===== config.mk =====
export PLATFORM = sky130hd
export DESIGN_NAME = dnhrt_cell
export DESIGN_NICKNAME = d
export VERILOG_FILES = /design/src/rtl/core/dual_next_hop_route_table_macros.svh /design/src/rtl/core/dnhrt_pkg.sv /design/src/rtl/core/dnhrt_cell.sv
export SDC_FILE = /design/constraint.sdc
export NUM_CORES = 1
export LEC_CHECK = 0
export BUFFER_PORTS_ARGS = -buffer_cell sky130_fd_sc_hd__buf_2
export CAP_MARGIN = 10
export CELL_PAD_IN_SITES_DETAIL_PLACEMENT = 1
export CELL_PAD_IN_SITES_GLOBAL_PLACEMENT = 1
export CORE_ASPECT_RATIO = 0.75
export CORE_MARGIN = 2
export CORE_UTILIZATION = 47
export CTS_BUF_LIST = sky130_fd_sc_hd__clkbuf_4
export DETAILED_ROUTE_END_ITERATION = 8
export GPL_TIMING_DRIVEN = 0
export PLACE_DENSITY_LB_ADDON = 0.1
export SLEW_MARGIN = 20
export SYNTH_ARGS = -nofsm -noshare
export SYNTH_HDL_FRONTEND = slang
export SYNTH_SLANG_ARGS = --single-unit

===== constraint.sdc =====
create_clock -name clk -period 7.6 [get_ports clk]
set_input_delay 1.14 -clock clk [delete_from_list [all_inputs] [get_ports clk]]
set_output_delay 1.14 -clock clk [all_outputs]
set_load 0.02 [all_outputs]

===== src/rtl/core/dual_next_hop_route_table_macros.svh =====
// Assertion macros for the dual next-hop route table
`ifndef DUAL_NEXT_HOP_ROUTE_TABLE_MACROS_SVH
`define DUAL_NEXT_HOP_ROUTE_TABLE_MACROS_SVH

// condition must hold at every clock edge out of reset
`define DNHRT_ASSERT_ALWAYS(label, cond) \
    label: assert property (@(posedge clk) disable iff (!rst_n) (cond)) \
        else $error("assertion failed");

// antecedent implies consequent in the following cycle
`define DNHRT_ASSERT_NEXT(label, ante, cons) \
    label: assert property (@(posedge clk) disable iff (!rst_n) (ante) |=> (cons)) \
        else $error("assertion failed");

`endif


===== src/rtl/core/dnhrt_pkg.sv =====
// Types and constants shared by the route table cells and top level
`default_nettype none

package dnhrt_pkg;

    localparam int TABLE_DEPTH_DEF = 16;

    localparam logic [15:0] NO_HOP         = 16'hFFFF;
    localparam logic [31:0] MAX_COST       = 32'hFFFF_FFFF;
    localparam logic [19:0] AGE_STEP_RESET = 20'd10000;

    localparam logic [1:0] REG_BASE_ADDR  = 2'd0;
    localparam logic [1:0] REG_ALLOW_BASE = 2'd1;
    localparam logic [1:0] REG_AGE_STEP   = 2'd2;

    typedef enum logic [1:0] {
        OP_SET    = 2'd0,
        OP_LOOKUP = 2'd1,
        OP_DROP   = 2'd2,
        OP_AGE    = 2'd3
    } op_t;

    // operation broadcast to every cell for the duration of a scan
    typedef struct packed {
        op_t         op;
        logic [15:0] dst;
        logic [15:0] hop;
        logic [31:0] metric;
        logic [31:0] step;
        logic [31:0] limit;
    } cmd_t;

    // running result handed from cell to cell
    typedef struct packed {
        logic        done;
        logic        acc;
        logic        req;
        logic [15:0] res;
    } carry_t;

endpackage

`default_nettype wire


===== src/rtl/core/dnhrt_cell.sv =====
// One route table entry with its slice of the scan logic
`default_nettype none

module dnhrt_cell
(
    input  wire logic               clk,
    input  wire logic               rst_n,
    input  wire logic               live,
    input  wire logic               token_in,
    input  wire dnhrt_pkg::carry_t  carry_in,
    input  wire dnhrt_pkg::cmd_t    cmd,
    output logic                    token_out,
    output dnhrt_pkg::carry_t       carry_out,
    output logic                    append
);

    logic [15:0]       dest_reg, ph_reg, ah_reg;
    logic [31:0]       pc_reg, ac_reg;
    logic [15:0]       dest_next, ph_next, ah_next;
    logic [31:0]       pc_next, ac_next;
    logic              wr;
    logic              token_reg;
    dnhrt_pkg::carry_t carry_reg, carry_next;

    always_comb
    begin
        dest_next  = dest_reg;
        ph_next    = ph_reg;
        pc_next    = pc_reg;
        ah_next    = ah_reg;
        ac_next    = ac_reg;
        carry_next = carry_in;
        wr         = 1'b0;
        append     = 1'b0;
        if (token_in)
        begin
            case (cmd.op)
                dnhrt_pkg::OP_SET:
                begin
                    if (!carry_in.done && live && dest_reg == cmd.dst)
                    begin
                        wr              = 1'b1;
                        carry_next.done = 1'b1;
                        carry_next.acc  = 1'b1;
                        if (ph_reg == dnhrt_pkg::NO_HOP || ph_reg == cmd.hop)
                        begin
                            ph_next = cmd.hop;
                            pc_next = cmd.metric;
                        end
                        else if (cmd.metric < pc_reg)
                        begin
                            ah_next = ph_reg;
                            ac_next = pc_reg;
                            ph_next = cmd.hop;
                            pc_next = cmd.metric;
                        end
                        else if (ah_reg == dnhrt_pkg::NO_HOP || ah_reg == cmd.hop ||
                                 cmd.metric < ac_reg)
                        begin
                            ah_next = cmd.hop;
                            ac_next = cmd.metric;
                        end
                        else
                        begin
                            carry_next.acc = 1'b0;
                        end
                    end
                    else if (!carry_in.done && !live)
                    begin
                        // first free slot: append
                        wr              = 1'b1;
                        append          = 1'b1;
                        dest_next       = cmd.dst;
                        ph_next         = cmd.hop;
                        pc_next         = cmd.metric;
                        ah_next         = dnhrt_pkg::NO_HOP;
                        ac_next         = dnhrt_pkg::MAX_COST;
                        carry_next.done = 1'b1;
                        carry_next.acc  = 1'b1;
                    end
                end
                dnhrt_pkg::OP_LOOKUP:
                begin
                    if (live && dest_reg == cmd.dst)
                    begin
                        if (ph_reg == dnhrt_pkg::NO_HOP && ah_reg == dnhrt_pkg::NO_HOP)
                            carry_next.res = dnhrt_pkg::NO_HOP;
                        else if (ph_reg != dnhrt_pkg::NO_HOP && pc_reg <= ac_reg)
                            carry_next.res = ph_reg;
                        else if (ah_reg != dnhrt_pkg::NO_HOP)
                            carry_next.res = ah_reg;
                    end
                end
                dnhrt_pkg::OP_DROP:
                begin
                    if (live && cmd.hop != dnhrt_pkg::NO_HOP)
                    begin
                        wr = 1'b1;
                        if (dest_reg == cmd.hop)
                        begin
                            ph_next = ah_next;
                            pc_next = ac_next;
                            ah_next = dnhrt_pkg::NO_HOP;
                            ac_next = dnhrt_pkg::MAX_COST;
                            if (ph_next == dnhrt_pkg::NO_HOP)
                                carry_next.req = 1'b1;
                        end
                        if (ph_next == cmd.hop)
                        begin
                            ph_next = ah_next;
                            pc_next = ac_next;
                            ah_next = dnhrt_pkg::NO_HOP;
                            ac_next = dnhrt_pkg::MAX_COST;
                        end
                        if (ah_next == cmd.hop)
                        begin
                            ah_next = dnhrt_pkg::NO_HOP;
                            ac_next = dnhrt_pkg::MAX_COST;
                        end
                    end
                end
                dnhrt_pkg::OP_AGE:
                begin
                    if (live)
                    begin
                        wr = 1'b1;
                        if (cmd.limit > pc_reg)
                        begin
                            pc_next = pc_reg + cmd.step;
                        end
                        else
                        begin
                            ph_next = ah_reg;
                            pc_next = ac_reg;
                            ah_next = dnhrt_pkg::NO_HOP;
                            ac_next = dnhrt_pkg::MAX_COST;
                        end
                        if (cmd.limit > ac_next)
                        begin
                            ac_next = ac_next + cmd.step;
                        end
                        else
                        begin
                            ah_next = dnhrt_pkg::NO_HOP;
                            ac_next = dnhrt_pkg::MAX_COST;
                        end
                    end
                end
                default:
                begin
                    carry_next = carry_in;
                end
            endcase
        end
    end

    always_ff @(posedge clk)
    begin
        if (wr)
        begin
            dest_reg <= dest_next;
            ph_reg   <= ph_next;
            pc_reg   <= pc_next;
            ah_reg   <= ah_next;
            ac_reg   <= ac_next;
        end
        if (token_in)
            carry_reg <= carry_next;
    end

    always_ff @(posedge clk or negedge rst_n)
    begin
        if (!rst_n)
            token_reg <= 1'b0;
        else
            token_reg <= token_in;
    end

    assign token_out = token_reg;
    assign carry_out = carry_reg;

endmodule

`default_nettype wire


==> flow_metrics.py, run 1 <==
metrics = {
    "worst_setup_path": {
        "cpMaxStageDelayCell": "and3_1",
        "rr_worst_depth": 23,
        "crit_buf_inv": 3,
        "critPathKind": "in -> reg",
        "critPathCaptureType": "register",
        "crit_chain": "buf_2 > ha_1 > nand4_1 > nor2_1 > and3_1 > nor2_1 > a31oi_4 > nand2_1 > clkbuf_1 > clkbuf_1 > or2_2 > ha_1 > a211oi_1 > nor2_1 > o31ai_1 > nand3_2 > or3_1 > o211a_1 > a41o_1 > o41ai_1 > o21ai_0 > xnor2_1 > o211ai_1",
        "startpoint_type": "input port",
        "crit_family": "compound AO/OA/AOI/OAI gates",
        "cp_max_fo": 10,
        "cp.arrival_ns": 7.71,
        "cp_common_cell": "nor2_1",
        "cp.depth": 23,
        "cpPeakStageDelay_ns": 0.45,
        "reg2reg_setup_slack_ns": 0.30,
        "cp.required_ns": 8.00,
    },
    "yosys": {
        "ys_seq_area_frac": 0.261,
        "synthCells": 1759,
        "ys_ff_latch": 132,
        "synth_nets": 2134,
        "netlist_area_um2": 15100,
        "yosys_warnings": 0,
        "avgSynthCellArea_um2": 8.61,
        "yosys.cell_types.count": 78,
        "async_flop_share": 0.00758,
        "synth-edff-count": 131,
        "ys.flop_type": "edfxtp_1",
    },
    "finish": {
        "mostFrequentLayoutCells": "ha_1, buf_2, inv_1",
        "fin_nets": 2320,
        "stdcell_count": 2365,
        "fin_area_um2": 16900,
        "final_common_cell": "ha_1",
        "area_growth_pct": 11.7,
        "drive_gt1_frac": 0.131,
        "fillers": 3824,
    },
    "cts": {
        "cts_buffers": 17,
        "hold_buffers": 0,
        "cts_root_buf": "clkbuf_4",
        "insertion_delay_ns": 0.65,
        "clock_path_buffers": 2,
        "clock_sinks": 132,
        "clkTransAtPathRegs_ns": 0.14,
        "h-tree-depth": 4,
        "cts_tree": "yes",
    },
    "sta": {
        "fin_crit_sh": 0.962,
        "fin_crit_ns": 7.31,
        "setup_viol": 0,
        "tightest_slew_ns": 1.15,
        "hold-worst-slack_ns": 0.246,
        "drv_slew": 0,
        "slew_headroom": 0.231,
        "clock_skew_ns": 0.0379,
        "rsz0062_at_grt": "no",
        "max_freq_ghz": 0.137,
        "final_hold_viol_count": 0,
    },
    "global_routing": {
        "grt_usage": 0.368,
        "grt_max_degree": 26,
        "gr-total-overflow": 0,
        "first_global_vias": 15200,
        "grt_pass1_wl_um": 93100,
        "antenna_found_initial": 3,
    },
    "detailed_routing": {
        "drc": 0,
        "viasPerCell": 6.57,
        "wl_um": 62700,
        "antenna_left": 0,
        "avgRoutedWirePerCell_um": 26.5,
        "drt_pre_antenna_iters": 8,
        "drt_first_iter_violations": 1595,
        "via_count": 15500,
    },
    "place": {
        "place_area_um2": 16600,
        "place_hpwl_um": 51300,
        "io_buffers": 161,
        "dp.cells": 2330,
        "place_congestion": 0.972,
    },
    "run_status": {
        "outcome": "finished clean",
    },
    "die": {
        "rows": 56,
        "fp.dieW_um": 211,
        "initial_core_util": 0.481,
        "die_y_um": 159,
        "num_io_pins": 174,
        "die_area_um2": 33700,
        "core_um2": 31500,
    },
    "power": {
        "leakagePower_nw": 7.62,
        "vdd_ir_drop_max_uv": 108,
        "p_per_area_nw_per_um2": 132,
    },
    "min_path": {
        "hold_class": "in -> async",
    },
    "flow_run": {
        "drv_cap": 0,
    },
}
-- final cells by class --
type | count | area (µm²) | area share
Sequential cell | 132 | 3960 | 0.234
Buffer | 76 | 338 | 0.0200
Tap cell | 406 | 508 | 0.0300
Inverter | 155 | 582 | 0.0344
Clock buffer | 18 | 135 | 0.00799
Antenna cell | 1 | 2.50 | 0.000148
Clock inverter | 14 | 150 | 0.00888
Timing Repair Buffer | 167 | 891 | 0.0527
Multi-Input combinational cell | 1396 | 10300 | 0.612
-- cells in the mapped netlist (all sizes together) (46+ instances only) --
cell type | instances | area (µm²)
a21o | 68 | 510
a21oi | 131 | 656
mux2i | 51 | 510
nand3 | 58 | 290
inv | 155 | 582
edfxtp | 131 | 3930
nand2 | 79 | 299
nand4 | 46 | 288
clkbuf | 56 | 210
nor2 | 122 | 458
o21ai | 155 | 776
xnor2 | 72 | 631
ha | 220 | 2750
-- final timing paths --
check                                     startpoint                   end
worst max-delay path                         cmd[29]  ac_reg[31]$_DFFE_PP_
worst min-delay path                           rst_n   token_out$_DFF_PN0_
worst max register to register  pc_reg[27]$_DFFE_PP_  ac_reg[31]$_DFFE_PP_
worst min register to register  ac_reg[25]$_DFFE_PP_  ac_reg[25]$_DFFE_PP_
max in group asynchronous                      rst_n   token_out$_DFF_PN0_
min in group clk                ac_reg[25]$_DFFE_PP_  ac_reg[25]$_DFFE_PP_
-- through the flow --
step / total power [mW] / setup slack (ns) / util / setup TNS (ns)
2_1_floorplan: 1.37 / 1.54 / - / 0
3_3_place_gp: 1.65 / -1.04 / 0.523 / -24.43
3_5_place_dp: 1.68 / -1.16 / 0.526 / -29.43
4_1_cts: 2.20 / 0.137 / 0.536 / 0
5_1_grt: 2.32 / 0.0719 / 0.537 / 0
6_report: 2.23 / 0.286 / 0.537 / 0
-- worst reg2reg max path: stages (launching register included) --
cell and delay (ns):
edfxtp_1 0.54, inv_1 0.13, ha_1 0.31, nand4_1 0.10, nor2_1 0.15, and3_1 0.45
nor2_1 0.15, a31oi_4 0.42, nand2_1 0.14, clkbuf_1 0.34, clkbuf_1 0.46, or2_2 0.46
ha_1 0.24, a211oi_1 0.31, nor2_1 0.15, o31ai_1 0.40, nand3_2 0.34, or3_1 0.40
o211a_1 0.16, a41o_1 0.28, o41ai_1 0.45, o21ai_0 0.36, xnor2_1 0.26, o211ai_1 0.10
-- where the power goes --
| part | switching (mW) | internal [mW] | total (mW) |
|---|---|---|---|
| Clock | 0.334 | 0.202 | 0.536 |
| Sequential | 0.0275 | 0.835 | 0.862 |
| Combinational | 0.525 | 0.308 | 0.833 |
-- what timing repair did --
action                     4_1_cts  5_1_grt
pin swaps                        0        1
setup endpoints to repair       19       27
resized for setup                2        6
buffers inserted                 0        2
-- per-layer routing --
| layer | routed length, µm | part of all wire | global-route usage | up-vias |
|---|---|---|---|---|
| met3 | 7560 | 0.12 | 0.117 | 94 |
| met5 | 27 | 0.00043 | 0 | - |
| li1 | - | - | - | 6995 |
| met4 | 1090 | 0.017 | 0.0874 | 4 |
| met2 | 25400 | 0.40 | 0.517 | 793 |
| met1 | 28700 | 0.46 | 0.541 | 7643 |
-- cells by family after synthesis --
family          synth area share
compound gates             0.252
simple gates               0.140
buf+inv                   0.0607
fa+ha+maj                  0.184
flops                      0.261
xor+xnor                  0.0648
mux                       0.0367
(Power assumes the default switching activity.)
==> run 2, diff against run 1 <==
PLACE_DENSITY = 0.85   (was default)
PLACE_DENSITY_LB_ADDON = default   (was 0.1)
clock period = 7.83 ns   (was 7.6 ns; I/O delays follow)
==> run 2 against run 1 <==
Die area unchanged. Critical path type unchanged. Combinational power down 2.5%. Largest cell class unchanged. Critical endpoint unchanged. Critical path depth up 1. Largest power group unchanged. Highest routed layer is now met4.
==> flow_metrics.py, run 2 (synthesized netlist as in run 1, its figures left out) <==
metrics = {
    "cts": {
        "cts_tree": "yes",
        "hold_buffers": 0,
        "cts_setup_buffers": 0,
        "post_cts_resized": 1,
        "clkTransAtPathRegs_ns": 0.14,
        "cts_buffers": 17,
        "h-tree-depth": 4,
        "cts_root_buf": "clkbuf_4",
        "clock_path_buffers": 2,
        "clock_sinks": 132,
        "insertion_delay_ns": 0.63,
    },
    "finish": {
        "mostFrequentLayoutCells": "ha_1, buf_2, inv_1",
        "seq_area_um2": 3960,
        "fin_nets": 2318,
        "post-route-util": 0.535,
        "stdcell_count": 2363,
        "final_common_cell": "ha_1",
        "area_growth_pct": 11.2,
        "fillers": 3865,
        "drive_gt1_frac": 0.129,
        "multiInputGateArea_um2": 10300,
    },
    "place": {
        "dp.cells": 2330,
        "dp_slack_ns": -0.848,
        "io_buffers": 161,
        "place_hpwl_um": 51200,
        "place_congestion": 1.01,
    },
    "detailed_routing": {
        "antenna_left": 0,
        "via_count": 15800,
        "drt_pre_antenna_iters": 7,
        "viasPerCell": 6.69,
        "drt_first_iter_violations": 2006,
        "drc": 0,
        "dr.max_layer_used": "met4",
        "met2_length_um": 25900,
        "avgRoutedWirePerCell_um": 26.7,
        "wl_um": 63100,
        "wl_met3_um": 7560,
        "wl_met1_um": 27900,
    },
    "die": {
        "fp.dieW_um": 211,
        "die_y_um": 159,
        "core_um2": 31500,
        "rows": 56,
        "die_area_um2": 33700,
        "initial_core_util": 0.481,
        "num_io_pins": 174,
    },
    "worst_setup_path": {
        "crit_buf_inv": 3,
        "critPathCaptureType": "register",
        "cp.required_ns": 8.18,
        "cp.arrival_ns": 8.08,
        "rr_worst_depth": 24,
        "cpMaxStageDelayCell": "o211ai_1",
        "critPathKind": "in -> reg",
        "crit_chain": "buf_2 > ha_1 > a21o_1 > a21o_1 > a21oi_1 > o211ai_1 > nor2_1 > a31oi_4 > nand2_1 > clkbuf_1 > clkbuf_1 > or2_2 > ha_1 > a211oi_1 > nor2_1 > o31ai_1 > nand3_1 > or3_1 > o211a_1 > a41o_1 > o41ai_1 > o21ai_0 > xnor2_1 > o211ai_1",
        "cp_max_fo": 10,
        "cp.depth": 24,
        "crit_family": "compound AO/OA/AOI/OAI gates",
        "cpPeakStageDelay_ns": 0.62,
        "startpoint_type": "input port",
    },
    "run_status": {
        "outcome": "finished clean",
    },
    "power": {
        "leakagePower_nw": 7.57,
        "p_comb_frac": 0.383,
        "clkPwrFrac": 0.222,
        "p_sw_frac": 0.413,
        "p_sw_uw": 874,
        "vdd_ir_drop_max_uv": 92.0,
        "p_per_area_nw_per_um2": 126,
        "p_int_mw": 1.24,
        "p_seq_frac": 0.395,
    },
    "sta": {
        "hold-worst-slack_ns": 0.313,
        "drv_slew": 0,
        "rsz0062_at_grt": "no",
        "slew_headroom": 0.222,
        "fin_crit_ns": 7.72,
        "tightest_slew_ns": 1.16,
        "setup_viol": 0,
        "clock_skew_ns": 0.0561,
        "final_hold_viol_count": 0,
        "fin_crit_sh": 0.986,
        "max_freq_ghz": 0.129,
        "totalNegativeSetupSlack_ns": 0,
        "final.setup.worst_slack_ns": 0.107,
    },
    "global_routing": {
        "first_global_vias": 15600,
        "grt_usage": 0.370,
        "antenna_found_initial": 2,
        "grt_pass1_wl_um": 94000,
        "grt_max_degree": 25,
        "gr-total-overflow": 0,
    },
    "flow_run": {
        "drv_cap": 0,
    },
    "min_path": {
        "hold_class": "in -> async",
    },
}
-- run 2: cell types whose count changed in the layout (fill, tap and decap cells not counted), sizes merged --
cell	previous run	this run
bufinv	2	0
clkbuf	75	76
clkinv	5	6
buf	186	184
-- run 2: metrics by stage --
step / total power [mW] / instance area [µm²]
6_report: 2.12 / 16800
5_1_grt: 2.20 / 16800
4_1_cts: 2.08 / 16800
3_5_place_dp: 1.63 / 16600
3_3_place_gp: 1.59 / 16500
2_1_floorplan: 1.33 / 15100
-- run 2: power groups by stage --
stage	clock network (mW)	logic [mW]	registers [mW]
detailed placement	0	0.779	0.851
finish	0.469	0.812	0.837
global placement	0	0.740	0.851
floorplan	0	0.482	0.852
global route	0.485	0.871	0.839
CTS	0.460	0.785	0.835
-- run 2: path summary, 6_finish.rpt --
path,start,endpoint,slack (ns)
max,cmd[25],ac_reg[31]$_DFFE_PP_,0.11
min,rst_n,token_out$_DFF_PN0_,0.31
max reg2reg,pc_reg[25]$_DFFE_PP_,ac_reg[31]$_DFFE_PP_,0.16
min reg2reg,ac_reg[25]$_DFFE_PP_,ac_reg[25]$_DFFE_PP_,0.65
max in group asynchronous,rst_n,token_out$_DFF_PN0_,7.44
min in group clk,ac_reg[25]$_DFFE_PP_,ac_reg[25]$_DFFE_PP_,0.65
-- run 2: area by class of cell --
type / count / share of cell area
flip-flops and latches: 132 / 0.235
well taps: 406 / 0.0302
repair buffers: 165 / 0.0522
clock buffers: 19 / 0.00847
clock inverters: 13 / 0.00580
diodes: 1 / 0.000149
inverters: 155 / 0.0345
multi-input cells: 1396 / 0.613
plain buffers: 76 / 0.0201
-- run 2: routing by layer --
layer / up-vias / track usage
met1: 7745 / 0.533
met4: 0 / 0.109
met5: - / 0
met2: 930 / 0.531
li1: 6982 / -
met3: 147 / 0.111
-- run 2: worst reg2reg max path, stage by stage, from the launching register on --
cell and delay [ns]:
edfxtp_1 0.50, inv_1 0.12, ha_1 0.31, a21o_1 0.12
a21o_1 0.11, a21oi_1 0.07, o211ai_1 0.62, nor2_1 0.18
a31oi_4 0.40, nand2_1 0.15, clkbuf_1 0.36, clkbuf_1 0.47
or2_2 0.46, ha_1 0.25, a211oi_1 0.23, nor2_1 0.12
o31ai_1 0.38, nand3_1 0.44, or3_1 0.45, o211a_1 0.16
a41o_1 0.28, o41ai_1 0.45, o21ai_0 0.38, xnor2_1 0.29
o211ai_1 0.12
